==> config.mk <==
export PLATFORM = sky130hd
export DESIGN_NAME = mshd_front
export DESIGN_NICKNAME = d
export VERILOG_FILES = /design/src/rtl/core/mshd_pkg.sv /design/src/rtl/core/mshd_front.sv
export SDC_FILE = /design/constraint.sdc
export NUM_CORES = 1
export LEC_CHECK = 0
export ABC_AREA = 1
export BUFFER_PORTS_ARGS = -buffer_cell sky130_fd_sc_hd__buf_2
export CAP_MARGIN = 20
export CORE_AREA = 10 10 86 88
export DETAILED_ROUTE_END_ITERATION = 6
export DIE_AREA = 0 0 96 98
export PLACE_DENSITY_LB_ADDON = 0.08
export SLEW_MARGIN = 25
export SYNTH_ARGS = -nofsm -noshare
export SYNTH_HDL_FRONTEND = slang
export SYNTH_SLANG_ARGS = --single-unit
==> constraint.sdc <==
create_clock -name vclk -period 2.1
set_input_delay 0.315 -clock vclk [all_inputs]
set_output_delay 0.315 -clock vclk [all_outputs]
set_load 0.02 [all_outputs]
==> src/rtl/core/mshd_pkg.sv <==
// Shared types and constants for the multi-symbol table Huffman decoder.
// No dependencies.
package mshd_pkg;

   localparam int unsigned MAX_RESULTS = 24;   // symbols kept per code-byte beat
   localparam int unsigned FIELD_W     = 12;   // link / next / base width
   localparam int unsigned BUF_W       = 32;   // bit buffer width
   localparam int unsigned CNT_W       = 6;    // bit count width
   localparam int unsigned IDXBITS_W   = 15;   // widest lookup index

   typedef enum logic {
      KIND_TABLE_WRITE = 1'b0,
      KIND_CODE_BYTE   = 1'b1
   } mshd_kind_type;

   // One classified beat as it travels from front end to back end.
   typedef struct packed {
      mshd_kind_type kind;
      logic [11:0]   addr;
      logic [3:0]    count;     // already saturated
      logic [11:0]   link;
      logic [11:0]   next;
      logic [63:0]   syms;
      logic [7:0]    code;      // bits above the valid length cleared
      logic          last;
      logic [3:0]    nbits;     // valid bits carried by code
   } mshd_item_type;

   typedef struct packed {
      logic full;
      logic empty;
   } mshd_qstat_type;

endpackage

==> src/rtl/core/mshd_front.sv <==
// Front end: accepts request beats, saturates fields and classifies them.
// Depends on mshd_pkg.
module mshd_front #(
   parameter int unsigned SYMS_PER_ENTRY = 8
) (
   input  logic                   req_tvalid,
   output logic                   req_tready,
   input  logic [119:0]           req_tdata,
   input  logic                   req_tlast,
   input  logic                   req_tuser,
   input  mshd_pkg::mshd_qstat_type q_stat,
   output logic                   q_push,
   output mshd_pkg::mshd_item_type q_item
);

   logic [3:0] cnt_raw;
   logic [3:0] lb_raw;
   logic [3:0] nbits;
   logic [7:0] byte_mask;

   assign req_tready = !q_stat.full;
   assign q_push     = req_tvalid && !q_stat.full;

   assign cnt_raw = req_tdata[15:12];
   assign lb_raw  = req_tdata[115:112];

   always_comb begin
      if (!req_tlast) begin
         nbits = 4'd8;
      end else if (lb_raw > 4'd8) begin
         nbits = 4'd8;
      end else begin
         nbits = lb_raw;
      end
      byte_mask = 8'((9'd1 << nbits) - 9'd1);
   end

   always_comb begin
      q_item.kind  = req_tuser ? mshd_pkg::KIND_CODE_BYTE : mshd_pkg::KIND_TABLE_WRITE;
      q_item.addr  = req_tdata[11:0];
      q_item.count = (cnt_raw > 4'(SYMS_PER_ENTRY)) ? 4'(SYMS_PER_ENTRY) : cnt_raw;
      q_item.link  = req_tdata[27:16];
      q_item.next  = req_tdata[39:28];
      q_item.syms  = req_tdata[103:40];
      q_item.code  = req_tdata[111:104] & byte_mask;
      q_item.last  = req_tlast;
      q_item.nbits = nbits;
   end

endmodule

# Yosys cells after proc, flatten, opt, wreduce, memory -nomap -nowiden

Cells that the tools add are included.

$add $sub $neg: 1
Order comparisons: 2
Shift-type cells: 1
Mux-type cells: 4
Bitwise operators: 1
Reduce and logical (&&, ||, !) cells: 2

Operators with widths:

| operator                                                            | count |
|---|---|
| 4-bit two-way mux                                                   | 3 |
| 8-bit AND                                                           | 1 |
| 4-bit > comparator (second input constant)                          | 2 |
| 1-bit by 4-bit left shift with 8-bit output (first input constant)  | 1 |
| 8-bit by 1-bit subtractor with 8-bit output (second input constant) | 1 |
| 1-bit logical AND                                                   | 1 |
| 1-bit zero test                                                     | 1 |
| 1-bit two-way mux                                                   | 1 |

Register bits after elaboration: 0
Output and inout port bits: 120
Logic and storage cells: 11

# Logic depth before layout (Yosys ltp)

Word-level depth: 6
Depth in mapped cells: 10
Mapped depth without buffers: 10

# Least setup slack after synthesis

No wires, ideal clock.

Kind: input-to-output
From: input req_tlast
To: output q_item[11] in the netlist's numbering
Data arrival time: 1.533 ns
Required time: 1.785 ns
Slack: 0.252 ns
Stages on the path: 9
Path buffers: 0
Path through: inv_1 nor2_2 nand2_1 inv_1 nand3_1 ha_1 nand3_1 nand2_1 a21oi_1

RTL lines:

| what        | line             | source |
|---|---|---|
| from (decl) | mshd_front.sv:9  | `input logic req_tlast,` |
| to (decl)   | mshd_front.sv:13 | `output mshd_pkg::mshd_item_type q_item` |

==> out/metrics.cfg <==
[critical_path]
critPathArrivalTime_ns=1.60
end_kind=output port
crit_start=req_tlast
slowest_delay_ns=0.26
path_max_fanout=5
crit_path_start_kind=primary input
crit_path_end=q_item[11]
cp_slowest_cell=ha_1
crit_chain=buf_2 > inv_1 > nor2_2 > nand2_1 > inv_1 > nand3_1 > ha_1 > nand3_1 > nand2_1 > a21oi_1 > buf_2
required_ns=1.78
worstSetupPathType=primary input to output port

[worst_hold_path]
min-delay-path-class=primary input to output port
min_from=req_tdata[40]

[routing]
drt.antenna.violating_nets=0
dr.first_iter.drc_count=2
drc=0
drt_first_pass_iters=3
wirelength_um=2590
detail_route.vias_per_cell=3.35
via_count=579
post_drt_wl_per_cell_um=15.0

[die]
rows=28
die_y_um=98
core_um2=5750
io_pins=245
start_util_pct=18.1
die_x_um=96
dieArea_um2=9410

[cells_and_area]
clock_buffers=0
drive_gt1_share_pct=50.0
synthToLayoutAreaGrowth_pct=-43.2
final_area_um2=591
flops_and_latches=0
multi_input_area_um2=213
nets=226
fill_cells=710
num_antenna_cells=0
regArea_um2=0

[yosys]
yosysWarningCount=0
synth.avg_cell_area_um2=6.54
synth_nets=285
synth_cell_types=17
netlist_area_um2=1040
syn_inst=159
seq_area_frac_synth_pct=0

[timing]
worst_pin_slew_ns=0.262
relSlewSlack_pct=82.4
fin_crit_sh_pct=91.4
fin_tns_setup_ns=0
fmax_mhz=521
rsz0062_at_grt=false
slew_violations=0
hold_viol=0
fin_crit_ns=1.92
setup_viol=0

[power]
peakVddDrop_v=0.0000351
switchingPower_mw=0.0704
p_leak_nw=0.373
p_comb_share_pct=100.0
power.density_nw_per_um2=192
swShare_pct=62.1
seq_power_share_pct=0
clkPwrFrac_pct=0
p_int_mw=0.0430

[global_route]
grt_pass1_vias=679
antenna_found_initial=0
overflow=0
grt.total_usage_pct=4.87
grt_pass1_wl_um=3730
grt_max_degree=8

[placement]
numPortBuffers=38
place_hpwl_um=2320
gp_congestion=0.740
place_area_um2=584

[clock_tree]
cts_setup_buffers=0

[run]
cap_violations=0

[status]
status=finished clean

[repair_timing]
action,in CTS,in global routing
hold buffers,0,0
resized for setup,0,1
hold endpoints to repair,0,0
setup endpoints to repair,0,1
[cell usage after synthesis]
master,n,area (um^2)
a21boi_0,2,15.0
a21oi_1,1,5.00
buf_4,102,766
clkbuf_1,1,3.75
ha_1,1,12.5
inv_1,16,60.1
inv_2,1,3.75
nand2_1,12,45.0
nand2_2,1,6.26
nand3_1,5,25.0
nand3_2,1,10.0
nand4_1,1,6.26
nor2_1,10,37.5
nor2_2,2,12.5
nor2_8,1,20.0
nor4_1,1,6.26
o21ai_0,1,5.00
[final cells by class]
type | count | area share (%)
inverter | 17 | 10.8
multi-input combinational | 39 | 36.0
tap | 75 | 15.9
timing repair buffer | 42 | 37.3
[cells in the final DEF, fill, tap and decap left out]
| master | n |
|---|---|
| buf_2 | 38 |
| a21boi_0 | 2 |
| nand2_1 | 12 |
| a21oi_1 | 1 |
| nand3_1 | 5 |
| o21ai_0 | 1 |
| nor2_1 | 10 |
| nand4_1 | 1 |
| nor2_8 | 1 |
| nor2_2 | 2 |
| inv_1 | 16 |
| nand2_2 | 1 |
| inv_2 | 1 |
| nand3_2 | 1 |
| buf_4 | 4 |
| ha_1 | 1 |
| nor4_2 | 1 |
[worst max-delay path, delay by kind of cell]
family | cells | cell delay (ns)
buf+inv | 4 | 0.47
fa+ha+maj | 1 | 0.26
compound gates | 1 | 0.13
simple gates | 5 | 0.44
[how the worst min path moves through the flow]
stage                  endpoint  slack, ns  cells after the start
floorplan            req_tready       0.71                      1
global placement    q_item[105]       0.63                      0
detailed placement  q_item[105]       0.63                      0
CTS                 q_item[105]       0.63                      0
global route         q_item[78]       0.63                      0
finish               q_item[13]       0.63                      0
[power groups by stage]
stage	Sequential [mW]	Clock (mW)	Combinational, mW
after detailed placement	0	0	0.115
after global routing	0	0	0.126
after floorplan	0	0	0.342
final	0	0	0.113
after global placement	0	0	0.116
after CTS	0	0	0.116
[stage by stage]
stage          cells  utilization (%)  total power, mW  setup WS, ns  hold WS (ns)
2_1_floorplan    159                -            0.342         0.252         0.707
3_3_place_gp     173             10.2            0.116        0.0953         0.630
3_5_place_dp     173             10.2            0.115         0.127         0.630
4_1_cts          173             10.2            0.116         0.113         0.630
5_1_grt          173             10.3            0.126       0.00338         0.630
6_report         173             10.3            0.113         0.181         0.630
[cells by family after synthesis]
kind of cell	count (synthesis)	synth area share, %
compound gates	4	2.41
fa+ha+maj	1	1.20
buf+inv	120	80.1
simple gates	34	16.2
[metal layers]
metal / global-route usage, % / share of wire [%]
met2: 7.46 / 43
met4: 5.22 / 8.8
met5: 0 / 0
met3: 4.13 / 22
met1: 3.36 / 26
(Power assumes the default switching activity.)
