File: config.mk
export PLATFORM = sky130hd
export DESIGN_NAME = mshd_queue
export DESIGN_NICKNAME = d
export VERILOG_FILES = /design/src/rtl/core/mshd_pkg.sv /design/src/rtl/core/mshd_queue.sv
export SDC_FILE = /design/constraint.sdc
export NUM_CORES = 1
export LEC_CHECK = 0
export ABC_AREA = 1
export BUFFER_PORTS_ARGS = -buffer_cell sky130_fd_sc_hd__buf_4
export CORE_ASPECT_RATIO = 1.4
export CORE_MARGIN = 4
export CORE_UTILIZATION = 47
export CTS_CLUSTER_DIAMETER = 200
export CTS_CLUSTER_SIZE = 28
export DETAILED_ROUTE_END_ITERATION = 8
export PLACE_DENSITY = 0.76
export SLEW_MARGIN = 25
export SYNTH_ARGS = -nofsm -noshare
export SYNTH_HDL_FRONTEND = slang
export SYNTH_SLANG_ARGS = --single-unit
File: constraint.sdc
create_clock -name clock -period 6.7 [get_ports clock]
set_input_delay 1.34 -clock clock [delete_from_list [all_inputs] [get_ports clock]]
set_output_delay 1.34 -clock clock [all_outputs]
set_load 0.05 [all_outputs]
File: src/rtl/core/mshd_pkg.sv
// Shared types and constants for the multi-symbol table Huffman decoder.
// No dependencies.
package mshd_pkg;

   localparam int unsigned MAX_RESULTS = 24;   // symbols kept per code-byte beat
   localparam int unsigned FIELD_W     = 12;   // link / next / base width
   localparam int unsigned BUF_W       = 32;   // bit buffer width
   localparam int unsigned CNT_W       = 6;    // bit count width
   localparam int unsigned IDXBITS_W   = 15;   // widest lookup index

   typedef enum logic {
      KIND_TABLE_WRITE = 1'b0,
      KIND_CODE_BYTE   = 1'b1
   } mshd_kind_type;

   // One classified beat as it travels from front end to back end.
   typedef struct packed {
      mshd_kind_type kind;
      logic [11:0]   addr;
      logic [3:0]    count;     // already saturated
      logic [11:0]   link;
      logic [11:0]   next;
      logic [63:0]   syms;
      logic [7:0]    code;      // bits above the valid length cleared
      logic          last;
      logic [3:0]    nbits;     // valid bits carried by code
   } mshd_item_type;

   typedef struct packed {
      logic full;
      logic empty;
   } mshd_qstat_type;

endpackage

File: src/rtl/core/mshd_queue.sv
// Two-entry queue between front end and back end.
// Depends on mshd_pkg.
module mshd_queue (
   input  logic                    clock,
   input  logic                    reset,
   input  logic                    push,
   input  mshd_pkg::mshd_item_type push_item,
   input  logic                    pop,
   output mshd_pkg::mshd_item_type pop_item,
   output mshd_pkg::mshd_qstat_type stat
);

   mshd_pkg::mshd_item_type slot_ff [2];
   logic       wptr_ff, wptr_in;
   logic       rptr_ff, rptr_in;
   logic [1:0] used_ff, used_in;
   logic       do_push, do_pop;

   assign stat.full  = (used_ff == 2'd2);
   assign stat.empty = (used_ff == 2'd0);
   assign do_push    = push && !stat.full;
   assign do_pop     = pop && !stat.empty;
   assign pop_item   = slot_ff[rptr_ff];

   always_comb begin
      wptr_in = do_push ? !wptr_ff : wptr_ff;
      rptr_in = do_pop ? !rptr_ff : rptr_ff;
      used_in = used_ff + 2'(do_push) - 2'(do_pop);
   end

   always_ff @(posedge clock) begin
      if (reset) begin
         wptr_ff <= 1'b0;
         rptr_ff <= 1'b0;
         used_ff <= 2'd0;
      end else begin
         wptr_ff <= wptr_in;
         rptr_ff <= rptr_in;
         used_ff <= used_in;
      end
      if (do_push) begin
         slot_ff[wptr_ff] <= push_item;
      end
   end

endmodule

# == After elaboration in Yosys (flattened, before gate mapping) ==
# Memory sizes are Yosys's and may differ from the RTL's. A register that Yosys moved wholly into a read port is not among the register bits.
# Cells that the tools add are included.
# classes
eq_ne,1
n_mux,4
reduce_logical,7
n_addsub,2
# op_table
operator,n
1-bit zero test,4
1-bit two-way mux,4
2-bit by 1-bit adder with 2-bit output,1
"2-bit equality test, second input constant",1
1-bit logical AND,2
2-bit zero test,1
2-bit by 1-bit subtractor with 2-bit output,1
# totals
input_bits,122
n_memories,1
output_inout_bits,120
regBits,4
ram_bits,236
# memory_table
memory,words,width,read_ports,rd_clocked_by_memory_dff,write_ports,line_no,source
slot_ff,2,118,1,1,1,mshd_queue.sv:13,mshd_pkg::mshd_item_type slot_ff [2];

# == Logic depth before layout (Yosys ltp) ==
# depth
word_depth,5
mapped_depth,11
mapped_depth_nobuf,11

# == Worst setup path after synthesis ==
# Ideal clock, no wire load.
# synth_path
path_type,input to register
startpoint,input port push
endpoint,"memory slot_ff[0][0] (netlist bit), enable pin"
cell_stages,2
path_buffers,0
arrival_time_ns,6.314
path_slack_ns,-0.210
path_cell_list,nand2_1 > nor2_1
# synth_between
elab_chain_cells,3
# synth_rtl
item,line_no,source
from (decl),mshd_queue.sv:6,"input logic push,"
1-bit logical AND,mshd_queue.sv:21,assign do_push = push && !stat.full;
1-bit two-way mux,mshd_queue.sv:41,if (do_push) begin
1-bit two-way mux (not written as such),mshd_queue.sv:42,slot_ff[wptr_ff] <= push_item;
to (decl),mshd_queue.sv:13,
# Every way passes these cells.

==> results_tabular.tex <==
\begin{tabular}{lr}
\hline
Metric & Value \\
\hline
\multicolumn{2}{l}{\textbf{STA}} \\
\quad Post-route setup TNS & 0 ps \\
\quad Clock Skew & 16.7 ps \\
\quad Final Hold Viols & 0 \\
\quad Shortest period the worst path allows & 4020 ps \\
\quad Max\_slew headroom & 38.3\% \\
\quad Max-slew violations & 0 \\
\quad Maximum operating frequency & 249 MHz \\
\quad Portion of the clock cycle consumed by the worst path in the final layout & 60.1\% \\
\quad Setup Viol. Count Final & 0 \\
\quad Unrepaired setup endpoints after global routing & no \\
\quad Transition time of the tightest slew-check pin & 925 ps \\
\multicolumn{2}{l}{\textbf{GRT}} \\
\quad Number of antenna violations at the first check in global routing & 0 \\
\quad Tot GR Track Use & 15.4\% \\
\quad Maximum number of pins on one net before global-route repair & 70 \\
\quad First-pass GRT wire length & 24.8 mm \\
\quad Residual overflow from global routing & 0 \\
\quad Vias in the first global route & 4783 \\
\multicolumn{2}{l}{\textbf{Floorplanning}} \\
\quad Total die area & 0.0211 sq mm \\
\quad Die Span Y & 170 microns \\
\quad Horizontal extent of the die & 124 microns \\
\quad Starting Density & 47.7\% \\
\quad Total I/O pin count & 242 \\
\quad Core Rows & 59 \\
\quad Core ar. & 0.0185 sq mm \\
\multicolumn{2}{l}{\textbf{Critical path}} \\
\quad Crit path kind & register to output port \\
\quad Ordered list of cells on the worst path & buf\_16 > buf\_4 > mux2\_2 > buf\_4 \\
\quad Critical Path End Type & output port \\
\quad Required time worst endpoint & 5360 ps \\
\quad Slack of the worst reg-to-reg path & 4100 ps \\
\quad Worst stage delay on the critical path & 620 ps \\
\quad Crit-path leading delay family & buffers and inverters \\
\quad Slowest stage cell, crit path & sky130\_fd\_sc\_hd\_\_dfxtp\_4 \\
\quad Worst endpoint data arrival time & 2680 ps \\
\quad Sort of element at the start of the critical path & register \\
\quad Critical R2R Capture & slot\_ff[0][27]\$\_DFFE\_PP\_ \\
\quad Most frequent CP cell & sky130\_fd\_sc\_hd\_\_buf\_4 \\
\quad Worst-case reg-to-reg path depth & 6 \\
\quad Largest driver fanout on the critical path & 50 \\
\quad Worst R2R Start & used\_ff[0]\$\_SDFF\_PP0\_ \\
\quad Buf+Inv Stages, Crit Path & 3 \\
\multicolumn{2}{l}{\textbf{Final layout}} \\
\quad Sequential cell area & 0.00719 sq mm \\
\quad Fraction of final layout cells sized beyond drive strength 1 & 58.1\% \\
\quad Multi-input logic area & 0.00153 sq mm \\
\quad Most used cells in the layout excluding fill and tap cells & sky130\_fd\_sc\_hd\_\_buf\_4, sky130\_fd\_sc\_hd\_\_edfxtp\_1, sky130\_fd\_sc\_hd\_\_mux2\_2 \\
\quad Most common library cell in the layout ignoring fill and taps & sky130\_fd\_sc\_hd\_\_buf\_4 \\
\quad Final standard cell utilization of the core & 60.9\% \\
\quad Synth-to-layout area growth & 27.7\% \\
\quad Total Nets Final & 777 \\
\quad Ant. Diodes & 0 \\
\quad Fill cell instance count of the final layout & 1333 \\
\multicolumn{2}{l}{\textbf{Pwr}} \\
\quad Sequential group share of total power & 43.5\% \\
\quad Part of the power in the clock network & 17.2\% \\
\quad Peak VDD IR & 311 uV \\
\quad Combinational power share & 39.3\% \\
\quad Leakage dissipation & 4.22 nW \\
\quad Internal cell power & 2.87 mW \\
\quad Sw Share & 37.1\% \\
\quad Power per Cell Area & 404 mW/mm\^{}2 \\
\quad Net Switching & 1.69 mW \\
\multicolumn{2}{l}{\textbf{Clocking}} \\
\quad Clock-pin slew of the registers on the worst-case setup and hold paths & 100 ps \\
\quad Hold-fix buffer count after cts & 0 \\
\quad TritonCTS Buffers & 12 \\
\quad Number of H-tree branching levels & 1 \\
\quad Insertion delay to the later sink of the worst-skew pair & 470 ps \\
\quad Buffer type at the clock tree root & sky130\_fd\_sc\_hd\_\_clkbuf\_16 \\
\quad Number of post-CTS setup repair buffers & 0 \\
\quad Number of gates given a new drive strength after cts & 0 \\
\quad Number of clock sinks seen by CTS & 241 \\
\quad Number of buffers between clock root and the deepest sink & 3 \\
\quad TritonCTS clock tree & yes \\
\multicolumn{2}{l}{\textbf{Route}} \\
\quad Routed via count divided by cell count & 4.91 \\
\quad Vias & 4423 \\
\quad Detail Route Antenna Nets & 0 \\
\quad DR WL/cell & 18.9 microns \\
\quad Detailed-router iteration count before antenna repair & 4 \\
\quad Remaining DRCs & 0 \\
\quad Aggregate routed wire length & 17.0 mm \\
\quad Drt initial violations & 253 \\
\multicolumn{2}{l}{\textbf{Yosys}} \\
\quad Per-instance average area after synthesis & 21.8 sq um \\
\quad Yosys warnings & 0 \\
\quad Unique cell type count in the Yosys netlist & 12 \\
\quad Post-synthesis sequential area ratio & 81.4\% \\
\quad Summed instance area of the synthesized netlist & 0.00883 sq mm \\
\quad Post-Syn Nets & 530 \\
\quad Total of flip-flops plus latches after synthesis & 241 \\
\quad Gate count of the mapped netlist & 406 \\
\multicolumn{2}{l}{\textbf{Run}} \\
\quad Max-cap viol count & 0 \\
\multicolumn{2}{l}{\textbf{Place}} \\
\quad GPL Wtd Cong & 0.776 \\
\quad Post-DP HPWL & 12.0 mm \\
\quad Buffers on Ports & 241 \\
\multicolumn{2}{l}{\textbf{Worst hold path}} \\
\quad Classification of the worst-slack hold path & register to register \\
\quad Hold-critical path depth & 2 \\
\quad Start point of the worst min-delay path & rptr\_ff\$\_SDFFE\_PP0P\_ \\
\multicolumn{2}{l}{\textbf{Status}} \\
\quad Status & finished clean \\
\hline
\end{tabular}
-- logic make-up (layout without fill, tap and decap cells) --
| logic type | Yosys count | in the layout | synth area share (%) |
|---|---|---|---|
| compound gates | 2 | 2 | 0.113 |
| fa+ha+maj | 2 | 2 | 0.283 |
| buf+inv | 23 | 273 | 1.44 |
| flops | 241 | 241 | 81.4 |
| mux | 118 | 118 | 15.9 |
| simple gates | 20 | 20 | 0.892 |
-- layer usage --
layer / wire, microns / share of wire [%] / vias up / track usage, %
li1: - / - / 2064 / -
met1: 5690 / 33 / 2183 / 15.9
met2: 9780 / 57 / 149 / 30.0
met3: 1180 / 6.9 / 27 / 3.62
met4: 376 / 2.2 / 0 / 4.63
met5: 0 / 0 / - / 0
-- synth_stat cells --
| library cell | n | area [sq um] |
|---|---|---|
| sky130_fd_sc_hd__ha_1 | 2 | 25.0 |
| sky130_fd_sc_hd__mux2_2 | 98 | 1100 |
| sky130_fd_sc_hd__buf_6 | 4 | 45.0 |
| sky130_fd_sc_hd__dfxtp_1 | 5 | 100 |
| sky130_fd_sc_hd__mux2_4 | 20 | 300 |
| sky130_fd_sc_hd__a21oi_1 | 2 | 10.0 |
| sky130_fd_sc_hd__edfxtp_1 | 236 | 7090 |
| sky130_fd_sc_hd__inv_1 | 10 | 37.5 |
| sky130_fd_sc_hd__nand2_1 | 8 | 30.0 |
| sky130_fd_sc_hd__nand3_1 | 3 | 15.0 |
| sky130_fd_sc_hd__buf_2 | 9 | 45.0 |
| sky130_fd_sc_hd__nor2_1 | 9 | 33.8 |
-- power groups by stage --
stage,registers [mW],logic [mW],clock network [mW]
final,1.98,1.79,0.785
after global routing,2.00,1.87,0.873
after CTS,2.02,1.77,0.811
after detailed placement,2.06,1.77,0
after global placement,2.04,1.74,0
after floorplan,2.00,1.31,0
-- metrics by stage --
stage / std cells / worst slack, ps / area (sq um) / hold slack (ps) / power, mW
after floorplan: 406 / 1780 / 8830 / 467 / 3.31
after global placement: 882 / 2990 / 10900 / 486 / 3.78
after detailed placement: 882 / 2940 / 10900 / 493 / 3.82
after CTS: 899 / 2400 / 11300 / 521 / 4.60
after global routing: 900 / 2550 / 11300 / 548 / 4.75
final: 900 / 2680 / 11300 / 523 / 4.56
-- worst register-to-register path, cell delays in order (launching register included) --
cell and delay (ps):
sky130_fd_sc_hd__dfxtp_1 380, sky130_fd_sc_hd__inv_1 60, sky130_fd_sc_hd__nand2_1 110, sky130_fd_sc_hd__nand2_1 130, sky130_fd_sc_hd__nor2_4 90, sky130_fd_sc_hd__buf_4 690
sky130_fd_sc_hd__buf_4 750
-- worst max path at each step --
stage / cells past startpoint / endpoint / slack, ps / startpoint
floorplan: 2 / slot_ff[0][0]$_DFFE_PP_ / 1780 / push
global placement: 3 / pop_item[19] / 2990 / register
detailed placement: 3 / pop_item[92] / 2940 / register
CTS: 3 / pop_item[92] / 2400 / register
global route: 4 / pop_item[34] / 2550 / register
finish: 4 / pop_item[34] / 2680 / register
-- cell type report --
cell class | count | area share, %
well taps | 244 | 2.71
flip-flops and latches | 241 | 63.7
clock buffers | 16 | 2.98
clock inverters | 1 | 0.144
multi-input cells | 142 | 13.5
repair buffers | 246 | 16.5
inverters | 10 | 0.355
-- registers in the layout, summed over array words and instances, names as in the netlist, named ones only --
name / cells
wptr_ff: 1
rptr_ff: 1
slot_ff: 236
used_ff: 2
Power figures use the tool's default switching activity.
